==> config.mk <==
export PLATFORM = sky130hd
export DESIGN_NAME = hkvq_ctrl
export DESIGN_NICKNAME = d
export VERILOG_FILES = /design/src/rtl/hkvq_pkg.sv /design/src/rtl/hkvq_ctrl.sv
export SDC_FILE = /design/constraint.sdc
export NUM_CORES = 1
export LEC_CHECK = 0
export ABC_CLOCK_PERIOD_IN_PS = 3100
export BUFFER_PORTS_ARGS = -buffer_cell sky130_fd_sc_hd__buf_4
export CAP_MARGIN = 20
export CORE_MARGIN = 4
export CORE_UTILIZATION = 25
export CTS_CLUSTER_SIZE = 12
export DETAILED_ROUTE_END_ITERATION = 12
export PLACE_DENSITY_LB_ADDON = 0.2
export SYNTH_ARGS = -nofsm -noshare
export SYNTH_HDL_FRONTEND = slang
export SYNTH_SLANG_ARGS = --single-unit
==> constraint.sdc <==
create_clock -name clk -period 3.1 [get_ports clk]
set_clock_uncertainty 0.1 [all_clocks]
set_input_delay 0.62 -clock clk [delete_from_list [all_inputs] [get_ports clk]]
set_output_delay 0.62 -clock clk [all_outputs]
set_load 0.1 [all_outputs]
==> src/rtl/hkvq_pkg.sv <==
// Shared types, constants and helper functions for the Hadamard KV quantizer.
// No dependencies; imported by hkvq_ctrl, hkvq_dp and hadamard_kv_quantizer_top.
package hkvq_pkg;

  localparam int HEAD_DIM_DEF = 64;
  localparam int FIX_W        = 48;   // signed fixed point, 24 fraction bits
  localparam int CODE_MAX     = 255;

  typedef struct packed {
    logic               mode;
    logic [15:0]        half_bits;
    logic [31:0]        gain;
    logic signed [15:0] zero_offset;
  } in_t;

  typedef struct packed {
    logic [7:0]  code;
    logic        was_nonfinite;
    logic        last_of_run;
    logic [31:0] total_values;
    logic [31:0] total_nonfinite;
    logic [31:0] total_zero_codes;
    logic [31:0] total_full_codes;
  } out_t;

  typedef struct packed {
    logic accept;
    logic bf_start;
    logic bf_rd;
    logic bf_wa;
    logic bf_wc;
    logic bf_next;
    logic em_start;
    logic em_rd;
    logic em_next;
    logic q_ld_mem;
    logic q_mul;
    logic q_rnd;
    logic q_push;
  } cmd_t;

  typedef struct packed {
    logic in_mode;
    logic idx_last;
    logic bf_skip;
    logic bf_done;
    logic em_last;
    logic q_key;
    logic out_busy;
  } st_t;

  typedef enum logic [8:0] {
    S_IDLE  = 9'b000000001,
    S_BF_RD = 9'b000000010,
    S_BF_WA = 9'b000000100,
    S_BF_WC = 9'b000001000,
    S_EM_RD = 9'b000010000,
    S_EM_LD = 9'b000100000,
    S_Q_MUL = 9'b001000000,
    S_Q_RND = 9'b010000000,
    S_Q_OUT = 9'b100000000
  } state_t;

  function automatic logic half_nf(input logic [15:0] h);
    return &h[14:10];
  endfunction

  // binary16 to exact fixed point; non-finite values map to zero
  function automatic logic signed [FIX_W-1:0] half_to_fix(input logic [15:0] h);
    logic [4:0]       e;
    logic [FIX_W-1:0] mag;
    e = h[14:10];
    if (e == 5'd0) begin
      mag = {{(FIX_W-10){1'b0}}, h[9:0]};
    end else begin
      mag = {{(FIX_W-11){1'b0}}, 1'b1, h[9:0]} << (e - 5'd1);
    end
    if (e == 5'h1f) begin
      mag = '0;
    end
    return h[15] ? $signed(-mag) : $signed(mag);
  endfunction

endpackage

==> src/rtl/hkvq_ctrl.sv <==
// Sequencer for the Hadamard KV quantizer: collect, butterfly, emit, quantize.
// Depends on hkvq_pkg; drives hkvq_dp through cmd_t and reads st_t.
module hkvq_ctrl (
  input  logic         clk,
  input  logic         rst_n,
  input  logic         in_valid,
  output logic         in_ready,
  input  hkvq_pkg::st_t  st,
  output hkvq_pkg::cmd_t cmd
);
  import hkvq_pkg::*;

  state_t state_r, state_nxt;

  always_ff @(posedge clk) begin
    if (!rst_n) begin
      state_r <= S_IDLE;
    end else begin
      state_r <= state_nxt;
    end
  end

  always_comb begin
    state_nxt = state_r;
    cmd       = '0;
    in_ready  = (state_r == S_IDLE);
    unique case (state_r)
      S_IDLE: begin
        if (in_valid) begin
          cmd.accept = 1'b1;
          if (!st.in_mode) begin
            state_nxt = S_Q_MUL;
          end else if (st.idx_last) begin
            cmd.bf_start = 1'b1;
            state_nxt    = S_BF_RD;
          end
        end
      end
      S_BF_RD: begin
        if (st.bf_skip) begin
          cmd.bf_next = 1'b1;
          if (st.bf_done) begin
            cmd.em_start = 1'b1;
            state_nxt    = S_EM_RD;
          end
        end else begin
          cmd.bf_rd = 1'b1;
          state_nxt = S_BF_WA;
        end
      end
      S_BF_WA: begin
        cmd.bf_wa = 1'b1;
        state_nxt = S_BF_WC;
      end
      S_BF_WC: begin
        cmd.bf_wc   = 1'b1;
        cmd.bf_next = 1'b1;
        if (st.bf_done) begin
          cmd.em_start = 1'b1;
          state_nxt    = S_EM_RD;
        end else begin
          state_nxt = S_BF_RD;
        end
      end
      S_EM_RD: begin
        cmd.em_rd = 1'b1;
        state_nxt = S_EM_LD;
      end
      S_EM_LD: begin
        cmd.q_ld_mem = 1'b1;
        state_nxt    = S_Q_MUL;
      end
      S_Q_MUL: begin
        cmd.q_mul = 1'b1;
        state_nxt = S_Q_RND;
      end
      S_Q_RND: begin
        cmd.q_rnd = 1'b1;
        state_nxt = S_Q_OUT;
      end
      S_Q_OUT: begin
        // hold until the output slot frees up
        if (!st.out_busy) begin
          cmd.q_push = 1'b1;
          if (st.q_key && !st.em_last) begin
            cmd.em_next = 1'b1;
            state_nxt   = S_EM_RD;
          end else begin
            state_nxt = S_IDLE;
          end
        end
      end
      default: begin
        state_nxt = S_IDLE;
      end
    endcase
  end

  a_push_free: assert property (@(posedge clk) disable iff (!rst_n)
    st.out_busy |-> !cmd.q_push)
    else $error("push while output slot busy");

  a_wa_then_wc: assert property (@(posedge clk) disable iff (!rst_n)
    (state_r == S_BF_WA) |=> (state_r == S_BF_WC))
    else $error("butterfly write pair broken");

  a_mul_entry: assert property (@(posedge clk) disable iff (!rst_n)
    (state_r == S_Q_MUL) |-> ($past(state_r) == S_EM_LD || $past(state_r) == S_IDLE))
    else $error("multiply entered without operands");

endmodule

* After elaboration in Yosys (flattened, before gate mapping) *
Cells that the tools add are included.

cells by class
  reduce and logical (&&, ||, !) cells = 3
  eq/ne operators = 13
  $add $sub $neg = 0
  muxes and demuxes = 29
  div/mod/pow operators = 0
  bitwise gates (word level) = 0
  multiply operators = 0
  $lt $le $gt $ge = 0
  shift-type cells = 0

operator list
  operator                                              number
  case mux 9 bit (9 select lines)                       1
  2-to-1 mux 9 bit                                      6
  2-to-1 mux 1 bit                                      16
  2-to-1 mux 5 bit                                      2
  equality test 9 x 1 -> 1 bit (second input constant)  1
  equality test 9 x 2 -> 1 bit (second input constant)  1
  equality test 9 x 3 -> 1 bit (second input constant)  1
  equality test 9 x 4 -> 1 bit (second input constant)  1
  equality test 9 x 5 -> 1 bit (second input constant)  1
  equality test 9 x 6 -> 1 bit (second input constant)  1
  equality test 9 x 7 -> 1 bit (second input constant)  1
  equality test 9 x 8 -> 1 bit (second input constant)  1
  equality test 9 bit (second input constant)           1
  2-to-1 mux 2 bit                                      3
  != test 3 bit (second input constant)                 2
  != test 2 bit (second input constant)                 2
  case mux 2 bit (2 select lines)                       1
  AND reduction 4 bit                                   1
  logical AND 1 bit                                     1
  logical NOT 1 bit                                     1

storage, ports and cells
  output and inout port bits = 14
  logic and storage cells = 46
  memories kept = 0
  bits in read-only memories = 0
  input port bits = 10
  flip-flop bits (word level) = 9
  RAM bits = 0
  bits in latches = 0

* Logic depth before layout (Yosys ltp) *
Gate-level depths: netlist of the first run.

  word-level depth = 5
  mapped depth = 6
  depth with buffers taken out = 5

* Worst setup path after synthesis of the first run *
OpenSTA, ideal clock, no wires.

  path type = reg-to-output
  from = reg state_r[5]
  to = out cmd[11] (netlist name)
  arrival time = 4.046 ns
  data required time = 2.380 ns
  cell stages (with the launch flop) = 7
  buffers on the path = 1
  setup slack = -1.666 ns
  cell sequence = dfxtp_1 > clkbuf_2 > nor3_1 > nand2_2 > nor2_1 > and2_1 > and3_1

RTL lines
  item                      RTL line         text
  start: declaration        hkvq_ctrl.sv:13  state_t state_r, state_nxt;
  start signal: assignment  hkvq_ctrl.sv:19  state_r <= state_nxt;
  end: declaration          hkvq_ctrl.sv:9   output hkvq_pkg::cmd_t cmd

==> results of run 1 <==
==> power by group <==
part / internal, mW / switching [mW]
combinational: 0.112 / 0.264
clock: 0.0495 / 0.0419
sequential: 0.129 / 0.0282
==> how the worst max path moves through the flow <==
stage                            start  endpoint  slack (ns)  cells after the start
3_5_place_dp   state_r[7]$_SDFFE_PN0P_   cmd[11]        0.67                      6
3_3_place_gp   state_r[5]$_SDFFE_PN0P_    cmd[6]        0.71                      5
6_report       state_r[7]$_SDFFE_PN0P_   cmd[11]        0.40                      6
5_1_grt        state_r[7]$_SDFFE_PN0P_   cmd[11]        0.24                      6
2_1_floorplan  state_r[7]$_SDFFE_PN0P_    cmd[3]       -0.74                      3
4_1_cts        state_r[7]$_SDFFE_PN0P_   cmd[11]        0.37                      6
==> worst max-delay path, cell delays in order, from the launching register on <==
cell and delay (ns):
dfxtp_1 0.39, nor4_4 0.39, nand2_2 0.19, nor2_4 0.15, and2_1 0.16, and3_2 0.18, buf_4 0.28
==> through the flow <==
| stage | setup TNS (ns) | instances |
|---|---|---|
| floorplan | -4.12 | 83 |
| global placement | 0 | 134 |
| detailed placement | 0 | 134 |
| CTS | 0 | 138 |
| global route | 0 | 138 |
| finish | 0 | 138 |
==> kinds of logic after synthesis <==
family / Yosys count / share of synthesized area (%)
AOI/OAI and AO/OA: 14 / 16.4
xor gates and xnor gates: 3 / 3.86
buffers and inverters: 6 / 3.68
DFF: 9 / 26.5
and+or+nand+nor: 51 / 49.6
==> area by class of cell <==
class                   instances  area, sq um
fillers                       277         1610
flip-flops and latches          9          180
multi-input cells              68          503
repair buffers                 23          173
well taps                      30         37.5
clock buffers                   4         26.3
inverters                       4         15.0
==> per-layer routing <==
| metal | part of all wire, % | track usage, % |
|---|---|---|
| met4 | 1.4 | 4.75 |
| met3 | 4.3 | 1.94 |
| met5 | 0 | 0 |
| met1 | 46 | 15.1 |
| met2 | 48 | 17.9 |
==> placed cells by master (no fill, tap or decap), types with 2 or more instances in the layout <==
master / instances
nor3_4: 2
nor4_4: 2
buf_4: 23
nor3b_1: 6
o21a_1: 2
a21oi_1: 3
nor2b_1: 2
nor2_1: 10
nand2b_1: 2
xnor2_1: 2
and2_1: 2
dfxtp_1: 9
inv_1: 4
nor3_1: 5
nand4_1: 3
clkbuf_4: 3
nand2_1: 3
nand3_1: 3
==> metrics.md, run 1 <==
| Metric | Value |
|---|---|
| Core area | 0.00254 sq mm |
| Util after Layout | 36.7% |
| Clock transition at the registers of the reported paths | 0.07 ns |
| Hold Path Depth | 2 |
| Final nets | 119 |
| Post-route ant nets | 0 |
| Port Buf Inserts | 23 |
| Max VDD drop | 0.526 mV |
| Clock tree buffer depth | 2 |
| Die height | 60.2 microns |
| Synth Flop Type | dfxtp_1 |
| Post-synthesis sequential element count | 9 |
| Top-count cell post-synth | nor2_1 |
| FF-to-FF Start | state_r[7]$_SDFFE_PN0P_ |
| # diodes | 0 |
| Biggest register | state_r |
| Worst hold slack | 0.514 ns |
| Fin area | 935 sq um |
| Initial Utilization | 26.7% |
| GRT overflow | 0 |
| Via count | 711 |
| Outcome | finished clean |
| Final Max Slew Viols | 0 |
| Initial antenna violation count | 0 |
| Ys Warns | 0 |
| Clk sinks | 9 |
| Area leader, netlist | dfxtp_1 |
| Slew at the pin closest to its max-slew limit | 0.513 ns |
| First-pass GRT wire length | 3110 microns |
| Hold Crit Class | input port to flop |
| Clk root buf | clkbuf_4 |
| Fraction of registers with async set/reset | 0% |
| Maxcap violations | 0 |
| FP Rows | 18 |
| Setup slack, reg-to-reg | 1.26 ns |
| Reg2Reg Depth | 4 |
| Largest register FFs | 9 |
| Critical path peak fanout | 7 |
| Arrival time worst endpoint | 1.98 ns |
| Routability Congestion | 0.776 |
| Hold Crit Start | rst_n |
| Min Tclk post-route | 2.70 ns |
| Setup CP Type | flop to output port |
| Total Power | 625 uW |
| Net Count, Synth | 93 |
| Die Width | 60.2 microns |
| Leak | 0.379 nW |
| Post-synthesis area per instance | 8.20 sq um |
| Hold buffers post-CTS | 0 |
| Max_slew headroom | 65.8% |
| Cells after Synth | 83 |
| Commonest cells post-synth | nor2_1 (11), dfxtp_1 (9), nor3b_1 (7) |
| Netlist cell types | 33 |
| Largest net degree at the start of global routing | 8 |
| Synth area leaders | dfxtp_1 (26%), nor3b_1 (7.7%), nor4_4 (6.3%), nor2_1 (6.1%), nor3_4 (4.8%) |
| Vias in the first global route | 702 |
| Crit. End Element | output port |
| Routed WL | 1800 microns |
| CP Launch Type | flop |
| Worst skew pair latency | 0.26 ns |
| Ratio of cells with drive above 1 in the final layout | 37.0% |
| Area Overhead vs Synth | 37.3% |
| Seq/Total Area, Yosys | 26.5% |
| F_max | 370 MHz |
| DP HPWL | 1470 microns |
| CTS Buf Count | 3 |
| WL/cell | 13.0 microns |
| Via density | 5.15 |
| Final worst path period share | 87.2% |
| Cell Area, Synth | 681 sq um |
| Post-synth EDFFs | 0 |
| Worst Slack Setup Final | 0.395 ns |
| PD cells | 668 mW/mm^2 |
| CTS resizes | 0 |
| Pre-antenna DRT Iters | 4 |
| Hold endpoint | state_r[8]$_SDFFE_PN0P_ |
| Biggest regs | state_r: 9 flops |
| Post-CTS Setup Inserts | 0 |
| Placed Area | 908 sq um |
| Area of the die | 0.00362 sq mm |
| Final setup fails | 0 |
| DRC errors left | 0 |
| Post-place setup slack | 0.669 ns |
| Global-route usage over all layers | 11.4% |
| Worst r2r dst | state_r[6]$_SDFFE_PN0P_ |
| Worst EP required | 2.38 ns |
| Io pins | 24 |
| DRT iter0 DRCs | 28 |
| CTS tree | yes |
| Final Hold Viols | 0 |
| Synth top area share | 26.5% |
| RSZ-0062 raised after global routing | no |
| H-tree levels | 1 |
Power figures use the tool's default switching activity.
==> run 2, diff against run 1 <==
- CAP_MARGIN: 20 -> not set
- CORE_UTILIZATION: 25 -> 51
- MAX_ROUTING_LAYER: not set -> met4
==> run 2 against run 1 <==
Register-to-register slack about the same. Largest cell class unchanged. Via count down 0.84%. Wire length down 3.2%. Combinational power about the same. Sequential power about the same.
==> metrics.md, run 2 (same netlist as run 1, synthesis figures left out) <==
| Metric | Value |
|---|---|
| Sequential cell area | 180 sq um |
| PD cells | 682 mW/mm^2 |
| Worst skew pair latency | 0.27 ns |
| CTS Buf Count | 3 |
| FP Rows | 12 |
| Via count | 705 |
| Initial Utilization | 57.4% |
| Total Power | 625 uW |
| Clock tree buffer depth | 2 |
| Post-place setup slack | 0.698 ns |
| Pre-antenna DRT Iters | 4 |
| Min Tclk post-route | 2.72 ns |
| Max VDD drop | 0.588 mV |
| Global-route usage over all layers | 21.3% |
| First-pass GRT wire length | 3070 microns |
| Family with the most delay on the worst path | simple AND/OR/NAND/NOR gates |
| Number of instances in the placed design | 118 |
| Arrival time worst endpoint | 2.00 ns |
| Leak | 0.382 nW |
| Hold Crit Class | input port to flop |
| F_max | 368 MHz |
| Max_slew headroom | 67.2% |
| Worst Slack Setup Final | 0.382 ns |
| Layout fillers | 97 |
| Most frequent cells in the layout | buf_4 (23), nor2_1 (10), dfxtp_1 (9) |
| Vias in the first global route | 684 |
| DRC errors left | 0 |
| DP HPWL | 1410 microns |
| Worst hold slack | 0.508 ns |
| Slowest-stage cell, CP | dfxtp_1 |
| DRT iter0 DRCs | 16 |
| Final Non-Filler Cells | 122 |
| Die Width | 44.5 microns |
| Routed WL | 1740 microns |
| Post-CTS Setup Inserts | 0 |
| Port Buf Inserts | 23 |
| Critical-path cell list | nor3_1 -> nand2_2 -> nor2_4 -> and2_1 -> and3_2 -> buf_4 |
| Outcome | finished clean |
| Hold buffers post-CTS | 0 |
| Io pins | 24 |
| Final worst path period share | 87.7% |
| Clk sinks | 9 |
| Setup slack, reg-to-reg | 1.27 ns |
| Clock transition at the registers of the reported paths | 0.07 ns |
| Final nets | 119 |
| CTS resizes | 0 |
| Crit. End Element | output port |
| Worst r2r dst | state_r[6]$_SDFFE_PN0P_ |
| Ratio of cells with drive above 1 in the final layout | 38.0% |
| Most common cell after layout, fill and taps aside | buf_4 |
| Initial antenna violation count | 0 |
| CTS tree | yes |
| Core area | 0.00119 sq mm |
| Maxcap violations | 0 |
| Final Hold Viols | 0 |
| Critical path peak fanout | 7 |
| Area of the die | 0.00198 sq mm |
| Hold Crit Start | rst_n |
| RSZ-0062 raised after global routing | no |
| Largest net degree at the start of global routing | 8 |
| # diodes | 0 |
| CP Launch Type | flop |
| Worst stage delay on the critical path | 0.39 ns |
| Hold Path Depth | 2 |
| Clk root buf | clkbuf_4 |
| Setup TNS | 0 ns |
| Multi-input gate area | 503 sq um |
| Final Max Slew Viols | 0 |
| Buf+Inv Stages, Crit Path | 1 |
| Slew at the pin closest to its max-slew limit | 0.491 ns |
| Final setup fails | 0 |
| GRT overflow | 0 |
| Routability Congestion | 0.879 |
| Post-route ant nets | 0 |
| Biggest register | state_r |
| Area Overhead vs Synth | 34.6% |
| Largest register FFs | 9 |
| Hold endpoint | state_r[0]$_SDFFE_PN1P_ |
| Via density | 5.78 |
| Biggest regs | state_r: 9 flops |
| WL/cell | 14.3 microns |
| Worst EP required | 2.38 ns |
| Setup CP Type | flop to output port |
| Die height | 44.5 microns |
| H-tree levels | 1 |
| FF-to-FF Start | state_r[5]$_SDFFE_PN0P_ |
| Reg2Reg Depth | 4 |
[run 2: cell types whose count changed in the layout (fill, tap and decap cells not counted), sizes merged]
cell / previous run / this run
clkbuf: 4 / 3
clkinv: 0 / 1
[run 2: cell type report]
| type | instances | area share (%) |
|---|---|---|
| Multi-Input combinational cell | 68 | 54.9 |
| Sequential cell | 9 | 19.7 |
| Timing Repair Buffer | 23 | 18.9 |
| Clock buffer | 3 | 2.46 |
| Tap cell | 14 | 1.91 |
| Inverter | 4 | 1.64 |
| Clock inverter | 1 | 0.546 |
[run 2: metal layers]
layer,GRT usage [%],vias up,part of all wire (%)
met1,27.4,324,46
met2,33.0,21,47
met5,-,-,0
met4,1.81,0,0.23
met3,7.72,2,6.1
li1,-,358,-
[run 2: how the worst max path moves through the flow]
stage	start	endpoint	slack, ns	cells past startpoint
after floorplan	state_r[7]$_SDFFE_PN0P_	cmd[3]	-0.74	3
after global placement	state_r[7]$_SDFFE_PN0P_	cmd[11]	0.73	6
after detailed placement	state_r[7]$_SDFFE_PN0P_	cmd[11]	0.70	6
after CTS	state_r[5]$_SDFFE_PN0P_	cmd[11]	0.38	6
after global routing	state_r[6]$_SDFFE_PN0P_	cmd[11]	0.17	6
final	state_r[5]$_SDFFE_PN0P_	cmd[11]	0.38	6
[run 2: power by group]
group | switching (mW) | internal, mW
Clock | 0.0445 | 0.0477
Sequential | 0.0279 | 0.129
Combinational | 0.264 | 0.112
[run 2: per-stage QoR]
| step | cell area (sq um) | utilization [%] |
|---|---|---|
| 6_report | 916 | 77.2 |
| 5_1_grt | 916 | 77.2 |
| 4_1_cts | 916 | 77.2 |
| 3_5_place_dp | 888 | 74.9 |
| 3_3_place_gp | 888 | 74.9 |
| 2_1_floorplan | 708 | - |
